### src/hw/rtl/ctmt_pkg.sv
`timescale 1ns / 1ps
`default_nettype none
package ctmt_pkg;

    localparam int ENTRIES_DEF = 32;
    localparam int US_PER_MS   = 1000;
    localparam int DIV_DIGITS  = 12;

    localparam logic [31:0] REPORT_TIMEOUT_RST = 32'd25000;
    localparam logic [31:0] SLOW_WARN_RST      = 32'd1000;
    localparam logic [15:0] AGENT_LIMIT_RST    = 16'd250;
    localparam logic [5:0]  CAPACITY_RST       = 6'd32;

    // input kinds
    localparam logic [2:0] K_START = 3'd0;
    localparam logic [2:0] K_END   = 3'd1;
    localparam logic [2:0] K_AGENT = 3'd2;
    localparam logic [2:0] K_TICK  = 3'd3;
    localparam logic [2:0] K_QUERY = 3'd4;

    // result kinds
    localparam logic [3:0] R_RESTARTED  = 4'd0;
    localparam logic [3:0] R_ADDED      = 4'd1;
    localparam logic [3:0] R_FULL       = 4'd2;
    localparam logic [3:0] R_ENDED      = 4'd3;
    localparam logic [3:0] R_END_MISS   = 4'd4;
    localparam logic [3:0] R_AGENT_OK   = 4'd5;
    localparam logic [3:0] R_AGENT_MISS = 4'd6;
    localparam logic [3:0] R_QUERY      = 4'd7;
    localparam logic [3:0] R_FREED      = 4'd8;
    localparam logic [3:0] R_TIMEOUT    = 4'd9;
    localparam logic [3:0] R_SLOW       = 4'd10;
    localparam logic [3:0] R_TICK_DONE  = 4'd11;

    // register indexes
    localparam logic [1:0] CFG_REPORT_TIMEOUT = 2'd0;
    localparam logic [1:0] CFG_SLOW_WARN      = 2'd1;
    localparam logic [1:0] CFG_AGENT_LIMIT    = 2'd2;
    localparam logic [1:0] CFG_CAPACITY       = 2'd3;

    typedef struct packed {
        logic [2:0]  kind;
        logic [15:0] process_id;
        logic [15:0] thread_id;
        logic [31:0] command_id;
        logic [47:0] now_us;
    } item_t;

    typedef struct packed {
        logic [3:0]  result_kind;
        logic [15:0] out_process_id;
        logic [15:0] out_thread_id;
        logic [31:0] last_command;
        logic [15:0] command_count;
        logic [15:0] agent_calls;
        logic [38:0] elapsed_ms;
        logic [47:0] total_us;
        logic        is_reported;
        logic [5:0]  entries_used;
        logic        last;
    } result_t;

    typedef struct packed {
        logic [15:0] process;
        logic [15:0] thread;
        logic [47:0] start_time;
        logic [15:0] count;
        logic        reported;
        logic [31:0] command;
        logic [47:0] total;
        logic [15:0] agent;
    } entry_t;

    typedef enum logic [3:0] {
        S_IDLE, S_CNT, S_RD, S_CHK, S_MISS, S_UPD, S_ALLOC,
        S_DIVS, S_DIVW, S_TDEC, S_TDONE
    } state_t;

    typedef struct packed {
        logic       load_item;
        logic       idx_clr;
        logic       idx_inc;
        logic       cnt_step;
        logic       occ_tick;
        logic       chk_free;
        logic       rec_load;
        logic       upd;
        logic       alloc;
        logic       div_start;
        logic       tick_free;
        logic       tick_rep;
        logic       emit;
        logic       emit_plain;
        logic       emit_last;
        logic [3:0] emit_kind;
    } ctrl_cmd_t;

    typedef struct packed {
        logic [2:0] kind;
        logic       idx_last;
        logic       slot_valid;
        logic       match;
        logic       can_alloc;
        logic       alloc_done;
        logic       div_busy;
        logic       returned;
        logic       timeout_new;
        logic       slow;
    } ctrl_sts_t;

endpackage
`default_nettype wire

### src/hw/rtl/ctmt_ctrl.sv
`timescale 1ns / 1ps
`default_nettype none
module ctmt_ctrl (
    input  wire logic           clk,
    input  wire logic           rst_n,
    input  wire logic           start,
    input  wire logic [2:0]     start_kind,
    input  ctmt_pkg::ctrl_sts_t sts,
    output ctmt_pkg::ctrl_cmd_t cmd,
    output logic                busy
);
    import ctmt_pkg::*;

    state_t state_reg, state_next;

    always_ff @(posedge clk or negedge rst_n)
    begin
        if (!rst_n)
            state_reg <= S_IDLE;
        else
            state_reg <= state_next;
    end

    always_comb
    begin
        cmd        = '0;
        state_next = state_reg;
        unique case (state_reg)
            S_IDLE:
            begin
                if (start)
                begin
                    cmd.load_item = 1'b1;
                    cmd.idx_clr   = 1'b1;
                    if (start_kind == K_TICK)
                        state_next = S_CNT;
                    else if (start_kind == K_START || start_kind == K_END ||
                             start_kind == K_AGENT || start_kind == K_QUERY)
                        state_next = S_RD;
                end
            end
            S_CNT:
            begin
                cmd.cnt_step = 1'b1;
                if (sts.idx_last)
                begin
                    cmd.occ_tick = 1'b1;
                    cmd.idx_clr  = 1'b1;
                    state_next   = S_RD;
                end
                else
                    cmd.idx_inc = 1'b1;
            end
            S_RD:
                state_next = S_CHK;
            S_CHK:
            begin
                if (sts.kind == K_TICK)
                begin
                    if (sts.slot_valid)
                    begin
                        cmd.rec_load = 1'b1;
                        state_next   = S_DIVS;
                    end
                    else if (sts.idx_last)
                        state_next = S_TDONE;
                    else
                    begin
                        cmd.idx_inc = 1'b1;
                        state_next  = S_RD;
                    end
                end
                else
                begin
                    cmd.chk_free = 1'b1;
                    if (sts.match)
                    begin
                        cmd.rec_load = 1'b1;
                        state_next   = (sts.kind == K_QUERY) ? S_DIVS : S_UPD;
                    end
                    else if (sts.idx_last)
                        state_next = S_MISS;
                    else
                    begin
                        cmd.idx_inc = 1'b1;
                        state_next  = S_RD;
                    end
                end
            end
            S_MISS:
            begin
                if (sts.kind == K_START && sts.can_alloc)
                    state_next = S_ALLOC;
                else
                begin
                    cmd.emit       = 1'b1;
                    cmd.emit_plain = 1'b1;
                    cmd.emit_last  = 1'b1;
                    case (sts.kind)
                        K_START: cmd.emit_kind = R_FULL;
                        K_END:   cmd.emit_kind = R_END_MISS;
                        K_AGENT: cmd.emit_kind = R_AGENT_MISS;
                        default: cmd.emit_kind = R_QUERY;
                    endcase
                    state_next = S_IDLE;
                end
            end
            S_UPD:
            begin
                cmd.upd    = 1'b1;
                state_next = S_DIVS;
            end
            S_ALLOC:
            begin
                cmd.alloc  = 1'b1;
                state_next = S_DIVS;
            end
            S_DIVS:
            begin
                cmd.div_start = 1'b1;
                state_next    = S_DIVW;
            end
            S_DIVW:
            begin
                if (!sts.div_busy)
                begin
                    if (sts.kind == K_TICK)
                        state_next = S_TDEC;
                    else
                    begin
                        cmd.emit      = 1'b1;
                        cmd.emit_last = 1'b1;
                        case (sts.kind)
                            K_START: cmd.emit_kind = sts.alloc_done ? R_ADDED : R_RESTARTED;
                            K_END:   cmd.emit_kind = R_ENDED;
                            K_AGENT: cmd.emit_kind = R_AGENT_OK;
                            default: cmd.emit_kind = R_QUERY;
                        endcase
                        state_next = S_IDLE;
                    end
                end
            end
            S_TDEC:
            begin
                if (sts.returned)
                begin
                    cmd.emit      = 1'b1;
                    cmd.emit_kind = R_FREED;
                    cmd.tick_free = 1'b1;
                end
                else if (sts.timeout_new)
                begin
                    cmd.emit      = 1'b1;
                    cmd.emit_kind = R_TIMEOUT;
                    cmd.tick_rep  = 1'b1;
                end
                else if (sts.slow)
                begin
                    cmd.emit      = 1'b1;
                    cmd.emit_kind = R_SLOW;
                end
                if (sts.idx_last)
                    state_next = S_TDONE;
                else
                begin
                    cmd.idx_inc = 1'b1;
                    state_next  = S_RD;
                end
            end
            S_TDONE:
            begin
                cmd.emit       = 1'b1;
                cmd.emit_plain = 1'b1;
                cmd.emit_last  = 1'b1;
                cmd.emit_kind  = R_TICK_DONE;
                state_next     = S_IDLE;
            end
            default:
                state_next = S_IDLE;
        endcase
    end

    assign busy = (state_reg != S_IDLE);

endmodule
`default_nettype wire

### config.mk
export PLATFORM = sky130hd
export DESIGN_NAME = ctmt_ctrl
export DESIGN_NICKNAME = d
export VERILOG_FILES = /design/src/hw/rtl/ctmt_pkg.sv /design/src/hw/rtl/ctmt_ctrl.sv
export SDC_FILE = /design/constraint.sdc
export NUM_CORES = 1
export LEC_CHECK = 0
export BUFFER_PORTS_ARGS = -buffer_cell sky130_fd_sc_hd__buf_2
export CAP_MARGIN = 20
export CORE_MARGIN = 3
export CORE_UTILIZATION = 43
export DETAILED_ROUTE_END_ITERATION = 10
export GPL_ROUTABILITY_DRIVEN = 0
export HOLD_SLACK_MARGIN = 0.03
export PLACE_DENSITY_LB_ADDON = 0.1
export SLEW_MARGIN = 20
export SYNTH_ARGS = -nofsm -noshare
export SYNTH_HDL_FRONTEND = slang
export SYNTH_SLANG_ARGS = --single-unit
export TNS_END_PERCENT = 1
### constraint.sdc
create_clock -name clk -period 2.5 [get_ports clk]
set_input_delay 0.75 -clock clk [delete_from_list [all_inputs] [get_ports clk]]
set_output_delay 0.75 -clock clk [all_outputs]
set_load 0.01 [all_outputs]
==> key figures <==
Status
  – Status: finished clean

Critical path
  – Kind of end point of the critical path: primary output
  – WP data required: 1.75 ns
  – Critical Path Start Type: flop
  – Critical-path maximum fanout: 6
  – Worst Path Arrival: 1.69 ns
  – Worst R2R Setup Slack: 0.83 ns
  – Worst Path Class, Setup: flop to primary output

Timing
  – Final hold violation count: 0
  – Slew headroom: 71.0%
  – Crit path time final: 2.44 ns
  – Final TNS setup: 0 ns
  – Unrepaired setup endpoints after global routing: yes
  – Setup Skew: 0.0139 ns
  – Final setup violation count: 0
  – Slew at the pin closest to its max-slew limit: 0.425 ns
  – Final worst-path setup slack: 0.0635 ns
  – Tcrit/Tclk final: 97.5%
  – Max-slew violation count: 0
  – F_max: 410 MHz

Final layout
  – Multi-input gate area: 557 um2
  – Layout cells sized above 1: 38.4%
  – P&R area growth vs syn: 44.5%
  – Largest register FFs: 4
  – Antenna diode count: 0
  – Reg area: 101 um2
  – Filler Cells Inserted: 132
  – Fin nets: 171

Drt
  – Vias per cell: 5.99
  – Starting DRT DRC Count: 51
  – Routed len/inst: 13.4 um
  – Routed Antenna Nets: 0
  – # DRC: 0
  – Total number of vias: 994
  – First drt pass iteration count: 4
  – Post-Route WL: 2230 um

Pwr
  – Sw power: 459 uW
  – Final Power: 884 uW
  – PD cells: 915 mW/mm2
  – LEAKAGE: 0.000509 uW
  – Reg power frac: 14.7%
  – Clock power frac: 9.9%
  – Internal power: 426 uW
  – Sw frac: 51.8%
  – Max VDD drop: 755 uV
  – Comb pwr share: 75.4%

Clock tree
  – Clock transition at path regs: 0.05 ns
  – Longest Clk Path Bufs: 2
  – CTS H-tree lvls: 1
  – CTS Root Cell: clkbuf_4
  – Clock Latency Late Sink: 0.25 ns
  – Clock buffer count from CTS: 3
  – CTS tree: done
  – Clock sink count: 4

Placed design
  – Pre-CTS WS: 0.0800 ns
  – Port Buf Inserts: 37
  – Dpl hpwl: 1730 um

Global routing
  – Largest net degree at the start of global routing: 14
  – Total grt overflow: 0
  – First-pass GRT wire length: 3500 um
  – Initial antenna violation count: 0
  – Vias in the first global route: 811
  – GRT Util Overall: 23.0%

Synthesis
  – Synth Cell Area: 669 um2
  – Synth top area cells: dfrtp_1, nor2_1, a21oi_1, o21ai_0, nor3_1
  – Post-synth top area cell: dfrtp_1
  – Most frequent cell after synthesis: nor2_1
  – Post-Syn Instances: 109
  – Netlist cell types: 32
  – Share of the synthesized area in the top cell type: 15.0%
  – Most frequent cells after synthesis: nor2_1, a21oi_1, nand2_1, o21ai_0
  – Post-synth EDFFs: 0
  – Seq/Total Area, Yosys: 15.0%
  – FF+latch count, synth: 4
  – Yosys warns: 0
  – Syn Area/Cell: 6.14 um2
  – Main synth FF type: dfrtp_1
  – Ys async rst share: 100%
  – Synth Net Count: 127

Floorplanning
  – Die width: 45.5 um
  – Die area: 0.00207 mm2
  – Die Height: 45.5 um
  – I/O pins: 38
  – Starting Density: 48.4%
  – # rows: 13
  – Total core area: 0.00138 mm2

Hold path
  – Worst Hold Class: input pin to async pin

Flow run
  – Max-Cap Viols: 0
## placed cells by master, fill, tap and decap left out, drive strengths merged, types with 2 or more instances in the layout
cell type	instances
a21oi	11
a22oi	2
a31oi	2
and3	3
buf	45
clkbuf	3
dfrtp	4
inv	6
nand2	8
nand2b	4
nand3	5
nand3b	3
nor2	19
nor2b	3
nor3	7
nor4	2
o211ai	2
o21ai	8
or2	2
## final cells by class
type | instances | share of cell area [%]
Sequential cell | 4 | 10.5
Multi-Input combinational cell | 93 | 57.6
Inverter | 6 | 2.33
Tap cell | 15 | 1.94
Timing Repair Buffer | 45 | 25.4
Clock buffer | 3 | 2.33
## final timing paths
kind	startpoint	depth (start not counted)	to
min in group clk	state_reg[2]$_DFFE_PN0P_	3	state_reg[1]$_DFFE_PN0P_
hold / removal	rst_n	1	state_reg[3]$_DFFE_PN0P_
setup / recovery	state_reg[1]$_DFFE_PN0P_	5	cmd[1]
max in group asynchronous	rst_n	1	state_reg[2]$_DFFE_PN0P_
hold reg to reg	state_reg[2]$_DFFE_PN0P_	3	state_reg[1]$_DFFE_PN0P_
setup reg to reg	state_reg[3]$_DFFE_PN0P_	5	state_reg[0]$_DFFE_PN0P_
## metal layers
layer / track usage (%) / up-vias / part of all wire (%)
met3: 1.19 / 4 / 11
met1: 33.7 / 437 / 42
li1: - / 489 / -
met5: 0 / - / 0
met2: 33.7 / 64 / 46
met4: 11.7 / 0 / 1.5
## power by group through the flow
stage | clock network [uW] | logic (uW) | registers (uW)
2_1_floorplan | 0 | 428 | 107
3_3_place_gp | 0 | 623 | 123
3_5_place_dp | 0 | 625 | 125
4_1_cts | 90.0 | 638 | 124
5_1_grt | 91.7 | 735 | 134
6_report | 87.7 | 667 | 130
## stage by stage
| step | instance area (um2) | hold WS, ns | std cells | util [%] |
|---|---|---|---|---|
| final | 967 | 0.293 | 166 | 70.0 |
| after global routing | 967 | 0.306 | 166 | 70.0 |
| after CTS | 932 | 0.292 | 165 | 67.4 |
| after detailed placement | 901 | 0.560 | 162 | 65.2 |
| after global placement | 901 | 0.553 | 162 | 65.2 |
| after floorplan | 669 | 0.454 | 109 | - |
## worst max-delay path, cell delays in order, from the launching register on
cell       delay (ns)
dfrtp_1          0.38
or2_2            0.35
nor3_4           0.32
nand3b_1         0.12
o2111ai_1        0.11
buf_2            0.16
## logic make-up (layout without fill, tap and decap cells)
kind of cell	count (synthesis)	after routing	share of synthesized area, %
AOI/OAI and AO/OA	32	32	29.9
buffers and inverters	12	54	7.10
DFF	4	4	15.0
muxes	1	1	1.50
and+or+nand+nor	60	60	46.5
## repair_timing
action,4_1_cts,5_1_grt
buffers inserted,0,1
hold buffers,0,0
gates resized for setup,2,8
endpoints found under the setup margin,3,5
pin swaps,0,3
No activity file was read; power rests on OpenSTA's default activity.
